## config.mk

```make
export PLATFORM = sky130hd
export DESIGN_NAME = rrrs_cell
export DESIGN_NICKNAME = d
export VERILOG_FILES = /design/src/rtl/rrrs_pkg.sv /design/src/rtl/rrrs_cell.sv
export SDC_FILE = /design/constraint.sdc
export NUM_CORES = 1
export LEC_CHECK = 0
export BUFFER_PORTS_ARGS = -buffer_cell sky130_fd_sc_hd__buf_2
export CORE_ASPECT_RATIO = 1.5
export CORE_UTILIZATION = 40
export CTS_BUF_LIST = sky130_fd_sc_hd__clkbuf_8
export DETAILED_ROUTE_END_ITERATION = 6
export GPL_TIMING_DRIVEN = 0
export PLACE_DENSITY_LB_ADDON = 0.2
export SYNTH_ARGS = -nofsm -noshare
export SYNTH_HDL_FRONTEND = slang
export SYNTH_SLANG_ARGS = --single-unit
```

## constraint.sdc

```tcl
create_clock -name clk -period 4.91 [get_ports clk]
set_input_delay 0.7365 -clock clk [delete_from_list [all_inputs] [get_ports clk]]
set_output_delay 0.7365 -clock clk [all_outputs]
set_load 0.01 [all_outputs]
```

## src/rtl/rrrs_pkg.sv

```systemverilog
package rrrs_pkg;

  localparam int unsigned PORTS = 8;

  localparam logic MODE_INSERT = 1'b0;
  localparam logic MODE_DRAIN  = 1'b1;

  localparam int unsigned ADDR_RANGE_TOP    = 0;
  localparam int unsigned ADDR_ACTIVE_PORTS = 1;

  // Command broadcast from the controller to every storage cell.
  typedef struct packed {
    logic       ins;     // insert into this cell's buffer
    logic       clr;     // empty this cell's buffer
    logic [2:0] port;    // target cell
    logic [15:0] value;  // value to insert
  } cell_cmd_t;

endpackage

```

## src/rtl/rrrs_cell.sv

```systemverilog
// One port's buffer: a row of entries, each comparing and shifting locally.
module rrrs_cell #(
  parameter int unsigned SEG_LEN = 16,
  parameter int unsigned IDX     = 0
) (
  input  logic                 clk,
  input  logic                 rst_n,
  input  rrrs_pkg::cell_cmd_t  cmd,
  input  logic [$clog2(SEG_LEN)-1:0] rd_idx,
  output logic                 full,
  output logic [15:0]          head_value,
  output logic                 rd_valid,
  output logic [15:0]          rd_value,
  output logic [$clog2(SEG_LEN)-1:0] split
);
  import rrrs_pkg::*;
  localparam int unsigned IW = $clog2(SEG_LEN);

  logic [15:0]       val_r [SEG_LEN];
  logic [SEG_LEN-1:0] vld_r;
  logic [IW-1:0]     split_r;
  logic [SEG_LEN-1:0] gt;     // entry greater than new value (or empty in fill)
  logic [SEG_LEN-1:0] at_or_after;
  logic              sel;

  assign sel  = cmd.port == 3'(IDX);
  assign full = &vld_r;

  // Insertion position: first entry where gt is set, limited to split when full.
  always_comb begin
    for (int i = 0; i < SEG_LEN; i++) begin
      if (full)
        gt[i] = (IW'(i) <= split_r) &&
                ((IW'(i) == split_r) || (cmd.value < val_r[i]));
      else
        gt[i] = !vld_r[i] || (cmd.value < val_r[i]);
    end
    at_or_after[0] = gt[0];
    for (int i = 1; i < SEG_LEN; i++) at_or_after[i] = at_or_after[i-1] | gt[i];
  end

  always_ff @(posedge clk) begin
    if (!rst_n) begin
      vld_r   <= '0;
      split_r <= '0;
    end else if (cmd.clr && sel) begin
      vld_r   <= '0;
      split_r <= '0;
    end else if (cmd.ins && sel) begin
      if (at_or_after[0]) vld_r[0] <= 1'b1;
      for (int i = 1; i < SEG_LEN; i++) begin
        if (!full || IW'(i) <= split_r) begin
          if (at_or_after[i]) begin
            if (!at_or_after[i-1]) vld_r[i] <= 1'b1;
            else vld_r[i] <= vld_r[i-1];
          end
        end
      end
      if (full) split_r <= (split_r == IW'(SEG_LEN-1)) ? '0 : split_r + 1'b1;
    end
  end

  always_ff @(posedge clk) begin
    if (cmd.ins && sel) begin
      if (at_or_after[0]) val_r[0] <= cmd.value;
      for (int i = 1; i < SEG_LEN; i++) begin
        if (!full || IW'(i) <= split_r) begin
          if (at_or_after[i]) begin
            if (!at_or_after[i-1]) val_r[i] <= cmd.value;
            else val_r[i] <= val_r[i-1];
          end
        end
      end
    end
  end

  assign head_value = val_r[split_r];
  assign rd_valid   = vld_r[rd_idx];
  assign rd_value   = val_r[rd_idx];
  assign split      = split_r;
endmodule

```

==> impl_results.md <==
- Post-Syn Instances: 1,779
- Setup TNS: 0 ns
- IO Pins: 65
- Iteration-0 DRC Markers: 1,111
- Root cell of the clock tree: clkbuf_8
- Clock skew: about 0.022 ns
- Number of fillers in the final layout: 4,993
- PD cells: 233 nW/um2
- Pin count of the biggest net entering global routing: 23
- Worst hold slack: 0.422 ns
- Cell Area, Synth: 21,800 um2
- Switching Share: 28.8%
- Placeable core area: between 50,000 and 60,000 um2
- WP data arrival: about 5.2 ns
- Worst-skew pair later-pin latency: about 0.63 ns
- Longest Clk Path Bufs: 3
- Max-Cap Viols: 0
- Yosys top cell area share: 35.3%
- Reg-to-Reg Start: val_r[8][9]$_DFFE_PP_
- Seq pwr share: between 40% and 50%
- R2R Setup Slk: ~0.18 ns
- Placer congestion estimate: 0.940
- Post-synthesis mux area share: 29.5%
- P&R area growth vs syn: 11.5%
- Vias per cell: 6.06
- Xor and xnor area share after synthesis: less than 1%
- Initial core utilization: 40.5%
- CTS Buf Count: 49
- Worst vdd ir: 0.171 mV
- FF-to-FF End: val_r[12][9]$_DFFE_PP_
- Worst-path clk slew: 0.06 ns
- HP Class: in2reg
- Ys flop type: edfxtp_1
- Synth Area per Inst: between 10 and 15 um2
- CP Max Fanout: 22
- Gr usage total: a little over a quarter
- Slowest-stage cell, CP: o2111ai_1
- Post-route DRC: 12
- Die Y-Extent: around 290 um
- CTS tree: yes
- Hold buffer count at cts: 0
- ANT nets after route: 0
- Worst setup path endpoint: val_r[12][9]$_DFFE_PP_
- Cells along the critical path: buf_2 > ha_1 > and4_1 > nand2_1 > or4_1 > a31oi_1 > o21ai_0 > nand2_1 > o2111ai_1 > o31ai_4 > buf_4 > buf_2 > mux2_2
- Pint: 4.03 mW
- Worst-margin pin slew: between 1 and 1.5 ns
- Nets: around 2,200
- DRT Pass-1 Iters: 7
- Post-Layout Cell Count: around 2,700
- Post-synth EDFFs: about 260
- Worst reg-to-reg path cell count: 13
- Die width: between 150 and 200 um
- Layout cells sized above 1: roughly 30%
- Top-count cell post-synth: edfxtp_1
- Worst hold path stage count: 3
- Headroom to the max-slew limit: between 10% and 20%
- Global route overflow: 0
- Sw power: between 1.5 and 2 mW
- LEAKAGE: between 9 and 10 nW
- Dpl hpwl: 58.7 mm
- Clk pwr share: a little under two fifths
- Slew Limit Fails: 0
- Vias in the first global route: about 17,000
- Initial antenna violation count: 1
- Full die area: 55,400 um2
- First-pass GRT wire length: ~110 mm
- Final core utilization: 45.1%
- Clock sinks: 280
- Critical Path RT: 5.28 ns
- Row Count: 104
- Largest family of logic cells by synthesized area: multiplexers
- Power share of the combinational group: 14.6%
- Fmax achieved: just over 200 MHz
- Post-synthesis simple-gate area fraction: between 6 and 7%
- Via count: roughly 16,000
- Final setup violation count: 0
- CP Class: in2reg
- Final Hold Vio Count: 0
- Area fraction in compound gates after synthesis: ~8.1%
- Outcome: finished with violations
- Crit. End Element: flop
- Largest area contributor in the netlist: edfxtp_1
- Port Buffers: 60
- Syn nets: 2,034
- H-tree levels: 2
- Synth Area in Adders: a little over an eighth
- Post-Route WL: about 74 mm
- Tmin final: ~4.8 ns
- Worst setup path startpoint: cmd[10]
- CP peak stage delay: approximately 0.57 ns
- Worst setup SP type: primary input
- Tcrit/Tclk final: 98.1%
- Register area share after synthesis: roughly 38%
- Failing checks: design-rule violations
- Syn. warnings: 0
- Cell total after placement: about 2,500
- Number of distinct library cells after synthesis: 65
- Synth Register Bits: 280
- RSZ-0062 raised after global routing: yes
- Top cells by count, synth: 256 x edfxtp_1, 238 x inv_1, 228 x ha_1, 225 x mux2_2, 165 x mux4_2
- Per-cell routed wire length: about 28 um
- Ys async rst share: 0%
- Area contributors post-synth: edfxtp_1 35%, mux4_2 17%, ha_1 13%
[flip-flops by register name, indices dropped and copies added (netlist names), named ones only]
name / flops
split: 4
vld_r: 16
val_r: 256
[power groups by stage]
stage	Combinational, mW	Clock [mW]	Sequential [mW]
6_report	0.826	2.13	2.70
5_1_grt	0.896	2.24	2.70
4_1_cts	0.827	2.16	2.70
3_5_place_dp	0.818	0	2.75
3_3_place_gp	0.782	0	2.75
2_1_floorplan	0.513	0	2.73
[through the flow]
step	cell area (um2)	total power [mW]	setup slack, ns
after detailed placement	23200	3.57	-1.09
after CTS	24100	5.69	-0.00415
after global routing	24300	5.84	-0.0250
after global placement	22900	3.53	-1.90
after floorplan	21800	3.24	0.533
final	24300	5.66	0.0939
[metal layers]
layer	vias up	global-route usage, %	routed length (um)
met4	0	15.6	4410
met5	-	0	0
met2	507	49.4	39300
met3	170	2.83	3190
li1	7123	-	-
met1	8259	30.9	27000
[layout make-up]
cell class	count	area, um2	area share, %
diodes	2	5.00	0.0206
plain buffers	84	344	1.42
clock buffers	51	702	2.89
clock inverters	38	179	0.737
inverters	238	893	3.68
multi-input cells	1177	12500	51.4
flip-flops and latches	280	8170	33.7
well taps	689	862	3.55
repair buffers	92	634	2.61
[worst max-delay path, delay by kind of cell]
| kind | cells | cell delay, ns |
|---|---|---|
| AND/OR/NAND/NOR | 4 | 1.14 |
| multiplexers | 1 | 0.37 |
| buffers and inverters | 3 | 0.98 |
| AO/OA/AOI/OAI | 4 | 1.66 |
| adder cells (fa/ha/maj) | 1 | 0.25 |
[cell usage in the layout, fill, tap and decap left out, types with 5 or more instances in the layout]
master and n:
a211o_1 6, a211oi_1 15, a21boi_0 5, a21o_1 19, a21oi_1 78, a31oi_1 9, and2_1 8, and4_1 6
buf_1 17, buf_2 69, buf_4 17, buf_6 6, buf_8 8, clkbuf_1 53, clkbuf_8 51, clkinv_1 10
clkinv_2 5, dfxtp_1 23, edfxtp_1 256, ha_1 228, inv_1 259, mux2_1 10, mux2_2 225, mux2i_1 5
mux4_2 165, nand2_1 86, nand2b_1 11, nand3_1 19, nand4_1 24, nor2_1 70, nor2b_1 5, nor3_1 17
o211ai_1 8, o21a_1 8, o21ai_0 64
[timing repair]
| item | CTS | global route |
|---|---|---|
| cloned | 0 | 0 |
| endpoints found under the setup margin | 93 | 103 |
| pin swaps | 4 | 4 |
| gates resized for setup | 3 | 13 |
| buffers inserted | 7 | 10 |
[kinds of logic (layout without fill, tap and decap cells)]
kind of cell	count (synthesis)	after routing
AOI/OAI and AO/OA	269	269
xor gates and xnor gates	1	1
adders and majority gates	228	228
buffers and inverters	322	503
DFF	280	280
muxes	405	405
other	0	2
and+or+nand+nor	274	274
[how the worst min path moves through the flow]
stage                              to              startpoint
2_1_floorplan  vld_r[14]$_SDFFE_PP0P_  vld_r[13]$_SDFFE_PP0P_
3_3_place_gp    vld_r[5]$_SDFFE_PP0P_   vld_r[5]$_SDFFE_PP0P_
3_5_place_dp    vld_r[6]$_SDFFE_PP0P_   vld_r[6]$_SDFFE_PP0P_
4_1_cts        vld_r[10]$_SDFFE_PP0P_                   rst_n
5_1_grt        vld_r[10]$_SDFFE_PP0P_                   rst_n
6_report       vld_r[10]$_SDFFE_PP0P_                   rst_n
Note: power is estimated with default switching activity, not from simulation.
