File: src/rtl/rrrs_pkg.sv
package rrrs_pkg;

  localparam int unsigned PORTS = 8;

  localparam logic MODE_INSERT = 1'b0;
  localparam logic MODE_DRAIN  = 1'b1;

  localparam int unsigned ADDR_RANGE_TOP    = 0;
  localparam int unsigned ADDR_ACTIVE_PORTS = 1;

  // Command broadcast from the controller to every storage cell.
  typedef struct packed {
    logic       ins;     // insert into this cell's buffer
    logic       clr;     // empty this cell's buffer
    logic [2:0] port;    // target cell
    logic [15:0] value;  // value to insert
  } cell_cmd_t;

endpackage

File: src/rtl/rrrs_div.sv
// Restoring divider: one quotient bit per cycle.
module rrrs_div (
  input  logic        clk,
  input  logic        rst_n,
  input  logic        start,
  input  logic [15:0] dividend,
  input  logic [3:0]  divisor,
  output logic        busy,
  output logic [15:0] quot,
  output logic [3:0]  rem
);
  import rrrs_pkg::*;

  logic [15:0] q_r, q_nxt;
  logic [3:0]  rem_r, rem_nxt;
  logic [3:0]  d_r, d_nxt;
  logic [4:0]  cnt_r, cnt_nxt;
  logic [4:0]  trial;

  always_comb begin
    q_nxt   = q_r;
    rem_nxt = rem_r;
    d_nxt   = d_r;
    cnt_nxt = cnt_r;
    trial   = {rem_r, q_r[15]};
    if (start) begin
      q_nxt   = dividend;
      rem_nxt = '0;
      d_nxt   = divisor;
      cnt_nxt = 5'd16;
    end else if (cnt_r != 5'd0) begin
      if (trial >= {1'b0, d_r}) begin
        rem_nxt = 4'(trial - {1'b0, d_r});
        q_nxt   = {q_r[14:0], 1'b1};
      end else begin
        rem_nxt = trial[3:0];
        q_nxt   = {q_r[14:0], 1'b0};
      end
      cnt_nxt = cnt_r - 5'd1;
    end
  end

  always_ff @(posedge clk) begin
    if (!rst_n) begin
      cnt_r <= '0;
    end else begin
      cnt_r <= cnt_nxt;
    end
    q_r   <= q_nxt;
    rem_r <= rem_nxt;
    d_r   <= d_nxt;
  end

  assign busy = (cnt_r != 5'd0) || start;
  assign quot = q_r;
  assign rem  = rem_r;
endmodule

File: config.mk
export PLATFORM = sky130hd
export DESIGN_NAME = rrrs_div
export DESIGN_NICKNAME = d
export VERILOG_FILES = /design/src/rtl/rrrs_pkg.sv /design/src/rtl/rrrs_div.sv
export SDC_FILE = /design/constraint.sdc
export NUM_CORES = 1
export LEC_CHECK = 0
export BUFFER_PORTS_ARGS = -buffer_cell sky130_fd_sc_hd__buf_2
export CAP_MARGIN = 10
export CORE_MARGIN = 4
export CORE_UTILIZATION = 53
export CTS_CLUSTER_DIAMETER = 30
export DETAILED_ROUTE_END_ITERATION = 8
export PLACE_DENSITY = 0.9
export SYNTH_ARGS = -nofsm -noshare
export SYNTH_HDL_FRONTEND = slang
export SYNTH_SLANG_ARGS = --single-unit
File: constraint.sdc
create_clock -name clk -period 3.1 [get_ports clk]
set_clock_uncertainty 0.15 [all_clocks]
set_input_delay 0.155 -clock clk [delete_from_list [all_inputs] [get_ports clk]]
set_output_delay 0.155 -clock clk [all_outputs]
set_load 0.005 [all_outputs]
==> metrics.md, run 1 <==
| Metric | Value |
|---|---|
| Number of H-tree levels | `2` |
| Worst IR Drop VDD | `0.000593 V` |
| I/O Buffers | `43` |
| Ys async rst share | `0%` |
| Die X | `58.9 µm` |
| Core region area | `2480 µm²` |
| HPWL after DPL | `2050 µm` |
| Critical-path cell list | `inv_1 > ha_1 > nor4b_1 > nand2b_1 > buf_2` |
| # IOs | `44` |
| DRT Pass-1 Iters | `4` |
| Status | `finished clean` |
| Synth top area cells | `edfxtp_1 (44%), dfxtp_1 (13%), mux2_2 (13%)` |
| Sequential share of the synthesized area | `56.9%` |
| Fraction of layout cells with a size suffix above 1 | `40.0%` |
| Setup TNS Final | `0 ns` |
| Total power | `0.00133 W` |
| Post-CTS resize count | `0` |
| RSZ-0062 raised after global routing | `false` |
| Area growth, synth to finish | `36.6%` |
| Setup violators final | `0` |
| Top cell type by total area after synthesis | `edfxtp_1` |
| Fmax | `375 MHz` |
| Main synth FF type | `edfxtp_1` |
| First-pass GRT wire length | `5910 µm` |
| Clk Latency, worst-skew pair | `0.34 ns` |
| Share of the synthesized area in the top cell type | `43.8%` |
| Initial antenna violation count | `0` |
| Buffers & Inverters on Critical Path | `2` |
| Synth cell types | `33` |
| DRC Markers | `0` |
| Max Cap Violations | `0` |
| Syn Area/Cell | `12.9 µm²` |
| Post-synth net total | `135` |
| Worst-path clk slew | `0.10 ns` |
| Crit start category | `register` |
| PD cells | `707 nW/µm²` |
| Fillers | `154` |
| Crit path largest cell delay | `0.59 ns` |
| Critical path type | `reg2out` |
| DRT antenna net count | `0` |
| Tot GR Track Use | `24.3%` |
| Min Hold Slack | `0.211 ns` |
| Die area | `3470 µm²` |
| CP Max Fanout | `18` |
| Final Util | `75.7%` |
| Final Hold Fails | `0` |
| Starting Density | `55.4%` |
| CP max-delay cell | `nand2b_1` |
| Required time worst endpoint | `2.79 ns` |
| Routed WL | `3860 µm` |
| Post-DR vias/cell | `5.72` |
| FF+latch count, synth | `29` |
| Inserted Clock Buffers | `5` |
| Gr ovfl total | `0` |
| Final cycle utilization of the critical path | `86.0%` |
| Area taken by multi-input logic gates | `541 µm²` |
| Register Area | `781 µm²` |
| Max Slew Vio Count | `0` |
| Clk sinks | `29` |
| Pin count of the biggest net entering global routing | `33` |
| Slew headroom | `42.7%` |
| # nets final | `203` |
| Vias in the first global route | `1137` |
| CTS Buffer Depth | `2` |
| Family with the most delay on the worst path | `simple AND/OR/NAND/NOR gates` |
| Routability cong. | `0.908` |
| # rows | `18` |
| EDFF count, synth | `20` |
| Mapped Area | `1370 µm²` |
| Pleak | `0.803 nW` |
| Vias | `1173` |
| Die height | `58.9 µm` |
| Ys Warns | `0` |
| DRT iter0 DRCs | `63` |
| Post-DR wirelength/cell | `18.8 µm` |
| CTS tree | `done` |
| Root buffer cell | `clkbuf_4` |
| Ant. Diodes | `0` |
| Critical Path AT | `2.36 ns` |
| Min Tclk post-route | `2.67 ns` |
| CP Capture Type | `primary output` |
| Gate Count Post-Synth | `106` |
| Worst Tran Pin Value | `0.860 ns` |
| Worst min path class | `in2reg` |
state kept, by name (all words and copies together), names as in the netlist:
signal / cells
cnt_r: 5
quot: 16
rem: 4
d_r: 4
synthesized netlist by cell type, types with 2 or more instances:
master / n
dfxtp_1: 9
buf_2: 2
nor2_1: 7
o21ai_0: 2
inv_1: 9
nand2_1: 2
or3_1: 3
nand3b_1: 2
ha_1: 5
nand2b_1: 2
xnor2_1: 4
mux2_2: 16
nor3_1: 4
edfxtp_1: 20
cells in the final DEF, fill, tap and decap left out:
cell and n:
or3_1 3, o21ai_0 2, nand2_1 2, dlygate4sd3_1 21, xnor2_1 4, or2_0 1, o221a_2 1, o22ai_1 1
or2_4 1, o22a_2 1, clkinv_2 1, nor2_1 7, edfxtp_1 20, fa_1 1, clkbuf_4 5, o21bai_1 1
a2111oi_0 1, a21oi_1 1, ha_1 5, nor4b_1 1, o221ai_1 1, buf_4 1, nor2b_1 1, o32ai_1 1
buf_2 43, nor3_1 4, nand4_1 1, nand2b_1 2, o311ai_2 1, inv_1 9, nor4_1 1, a211oi_1 1
nand3b_1 2, dfxtp_1 9, clkinv_1 2, mux2_2 16
area by class of cell:
cell class,instances,area share (%)
well taps,30,2.00
flip-flops and latches,29,41.6
repair buffers,65,23.1
clock buffers,5,2.00
multi-input cells,64,28.8
clock inverters,3,0.667
inverters,9,1.80
final timing paths:
path	from	to	slack (ns)	cells after the start
setup / recovery	cnt_r[0]$_SDFFE_PP0P_	busy	0.43	5
hold reg to reg	rem[3]$_SDFFE_PP0P_	rem[3]$_SDFFE_PP0P_	0.38	2
setup reg to reg	cnt_r[0]$_SDFFE_PP0P_	rem[3]$_SDFFE_PP0P_	0.81	5
hold / removal	start	d_r[1]$_DFFE_PP_	0.21	1
per-layer routing:
layer  track usage, %  up-vias  share of wire (%)
met5                0        -                  0
met2             39.9       61                 53
met3             7.24        9                7.0
li1                 -      531                  -
met1             29.4      572                 38
met4             11.0        0                2.2
cells by family after synthesis:
kind of cell / Yosys count / synth area share, %
and+or+nand+nor: 26 / 10.4
buffers and inverters: 13 / 3.74
DFF: 29 / 56.9
adders and majority gates: 6 / 6.02
muxes: 16 / 13.1
xor gates and xnor gates: 4 / 2.55
AOI/OAI and AO/OA: 12 / 7.29
power breakdown:
part	internal [W]	switching (W)	total (W)
combinational	0.000245	0.000267	0.000511
sequential	0.000524	0.0000628	0.000587
clock	0.0000819	0.000146	0.000227
stage by stage:
stage,setup slack (ns),area (µm²),std cells
2_1_floorplan,1.12,1370,106
3_3_place_gp,1.07,1620,176
3_5_place_dp,0.887,1620,176
4_1_cts,0.512,1880,205
5_1_grt,0.275,1880,205
6_report,0.433,1880,205
timing repair:
| action | in CTS | in global routing |
|---|---|---|
| hold buffers | 21 | 0 |
| endpoints found under the hold margin | 23 | 0 |
| buffers inserted | 0 | 0 |
(Power assumes the default switching activity.)
==> run 2, diff against run 1 <==
Settings changed: CORE_MARGIN 4 to default, CTS_CLUSTER_DIAMETER 30 to 150, PLACE_DENSITY 0.9 to default, PLACE_DENSITY_LB_ADDON from default to 0.2.
==> metrics.md, run 2 (same netlist as run 1, synthesis figures left out) <==
| Metric | Value |
|---|---|
| Gr ovfl total | `0` |
| # rows | `18` |
| Die area | `2800 µm²` |
| Root buffer cell | `clkbuf_4` |
| Worst IR Drop VDD | `0.000582 V` |
| Hold path endpoint | `d_r[1]$_DFFE_PP_` |
| Critical path type | `reg2out` |
| Worst Tran Pin Value | `0.785 ns` |
| HP Start | `start` |
| Setup TNS Final | `0 ns` |
| DRT Pass-1 Iters | `4` |
| Vias | `1046` |
| Starting Density | `55.9%` |
| Die X | `52.9 µm` |
| Max Slew Vio Count | `0` |
| Required time worst endpoint | `2.79 ns` |
| First-pass GRT wire length | `4560 µm` |
| Status | `finished clean` |
| CTS tree | `done` |
| Min Tclk post-route | `2.44 ns` |
| Post-DR vias/cell | `5.10` |
| Post-route setup slack | `0.658 ns` |
| Worst reg2reg path startpoint | `cnt_r[0]$_SDFFE_PP0P_` |
| Total setup buffers inserted after CTS | `0` |
| RSZ-0062 raised after global routing | `false` |
| Clk Latency, worst-skew pair | `0.32 ns` |
| Max FFs per register | `16` |
| Worst min path class | `in2reg` |
| Most frequent cells in the layout | `buf_2 (43), dlygate4sd3_1 (21), edfxtp_1 (20)` |
| Clock power frac | `16.8%` |
| Setup violators final | `0` |
| R2R setup slack | `1.03 ns` |
| Initial antenna violation count | `0` |
| Worst-path clk slew | `0.09 ns` |
| Register Area | `781 µm²` |
| Pleak | `0.803 nW` |
| # nets final | `203` |
| Worst slack, placed | `0.960 ns` |
| Combinational Power Share | `36.8%` |
| Ant. Diodes | `0` |
| Die height | `52.9 µm` |
| Fraction of layout cells with a size suffix above 1 | `40.0%` |
| Crit start category | `register` |
| Placed Instance Area | `1620 µm²` |
| NetSw | `0.000414 W` |
| Max Cap Violations | `0` |
| Commonest non-fill, non-tap cell in the layout | `buf_2` |
| I/O Buffers | `43` |
| Vias in the first global route | `1014` |
| Inserted Clock Buffers | `5` |
| Final Util | `76.4%` |
| Area growth, synth to finish | `36.6%` |
| Switching Fraction | `32.8%` |
| Fin area | `1880 µm²` |
| Critical Path AT | `2.14 ns` |
| HPWL after DPL | `1740 µm` |
| Total power | `0.00126 W` |
| Clk sinks | `29` |
| DRT antenna net count | `0` |
| Routed WL | `2870 µm` |
| Tot GR Track Use | `23.3%` |
| Final Hold Fails | `0` |
| Slew headroom | `47.7%` |
| CP Max Fanout | `18` |
| CTS Buffer Depth | `2` |
| Reg2Reg Depth | `5` |
| Register share of total power | `46.4%` |
| Fmax | `409 MHz` |
| # IOs | `44` |
| DRC Markers | `0` |
| R2R Path End | `quot[2]$_DFFE_PP_` |
| Area taken by multi-input logic gates | `541 µm²` |
| Hold Crit Depth | `1` |
| Routability cong. | `0.825` |
| Post-DR wirelength/cell | `14.0 µm` |
| Number of H-tree levels | `2` |
| PD cells | `672 nW/µm²` |
| Core region area | `2450 µm²` |
| DRT iter0 DRCs | `16` |
| CP Capture Type | `primary output` |
| Fillers | `160` |
| Pin count of the biggest net entering global routing | `33` |
| Final cycle utilization of the critical path | `78.8%` |
| Int Pwr | `0.000847 W` |
run 2: power by group through the flow:
stage | Combinational [W] | Sequential [W] | Clock, W
detailed placement | 0.000440 | 0.000590 | 0
floorplan | 0.000289 | 0.000589 | 0
CTS | 0.000461 | 0.000584 | 0.000220
finish | 0.000464 | 0.000585 | 0.000212
global placement | 0.000432 | 0.000588 | 0
global route | 0.000522 | 0.000595 | 0.000238
run 2: worst max path at each step:
stage                                     start           endpoint  slack [ns]  cells past startpoint
after floorplan                d_r[1]$_DFFE_PP_  quot[0]$_DFFE_PP_        1.12                      6
after global placement    cnt_r[0]$_SDFFE_PP0P_               busy        1.02                      6
after detailed placement  cnt_r[0]$_SDFFE_PP0P_               busy        0.96                      6
after CTS                 cnt_r[0]$_SDFFE_PP0P_               busy        0.60                      6
after global routing      cnt_r[0]$_SDFFE_PP0P_               busy        0.46                      6
final                     cnt_r[0]$_SDFFE_PP0P_               busy        0.66                      6
run 2: worst max-delay path: stages, from the launching register on:
cell	delay (ns)
dfxtp_1	0.32
inv_1	0.08
ha_1	0.22
nor4b_1	0.24
buf_4	0.22
nand2b_1	0.43
buf_2	0.30
run 2: per-layer routing:
layer / GRT usage (%) / part of all wire, % / vias to the layer above
met2: 38.2 / 49 / 31
met4: 6.58 / 0.38 / 0
met5: 0 / 0 / -
met3: 8.62 / 4.7 / 2
li1: - / - / 528
met1: 28.7 / 46 / 485
run 2: layout make-up:
| class | count | area share [%] |
|---|---|---|
| Multi-Input combinational cell | 64 | 28.8 |
| Timing Repair Buffer | 65 | 23.1 |
| Sequential cell | 29 | 41.6 |
| Clock buffer | 5 | 2.00 |
| Tap cell | 30 | 2.00 |
| Inverter | 9 | 1.80 |
| Clock inverter | 3 | 0.667 |
run 2: per-stage QoR:
step                cells  hold slack [ns]
finish                205            0.232
global route          205            0.235
CTS                   204        0.0000590
detailed placement    176            0.184
global placement      176            0.183
floorplan             106            0.104
run 2: repair_timing:
action	CTS	global route
setup endpoints to repair	0	0
gates resized for setup	0	0
hold buffers	20	1
endpoints found under the hold margin	21	1
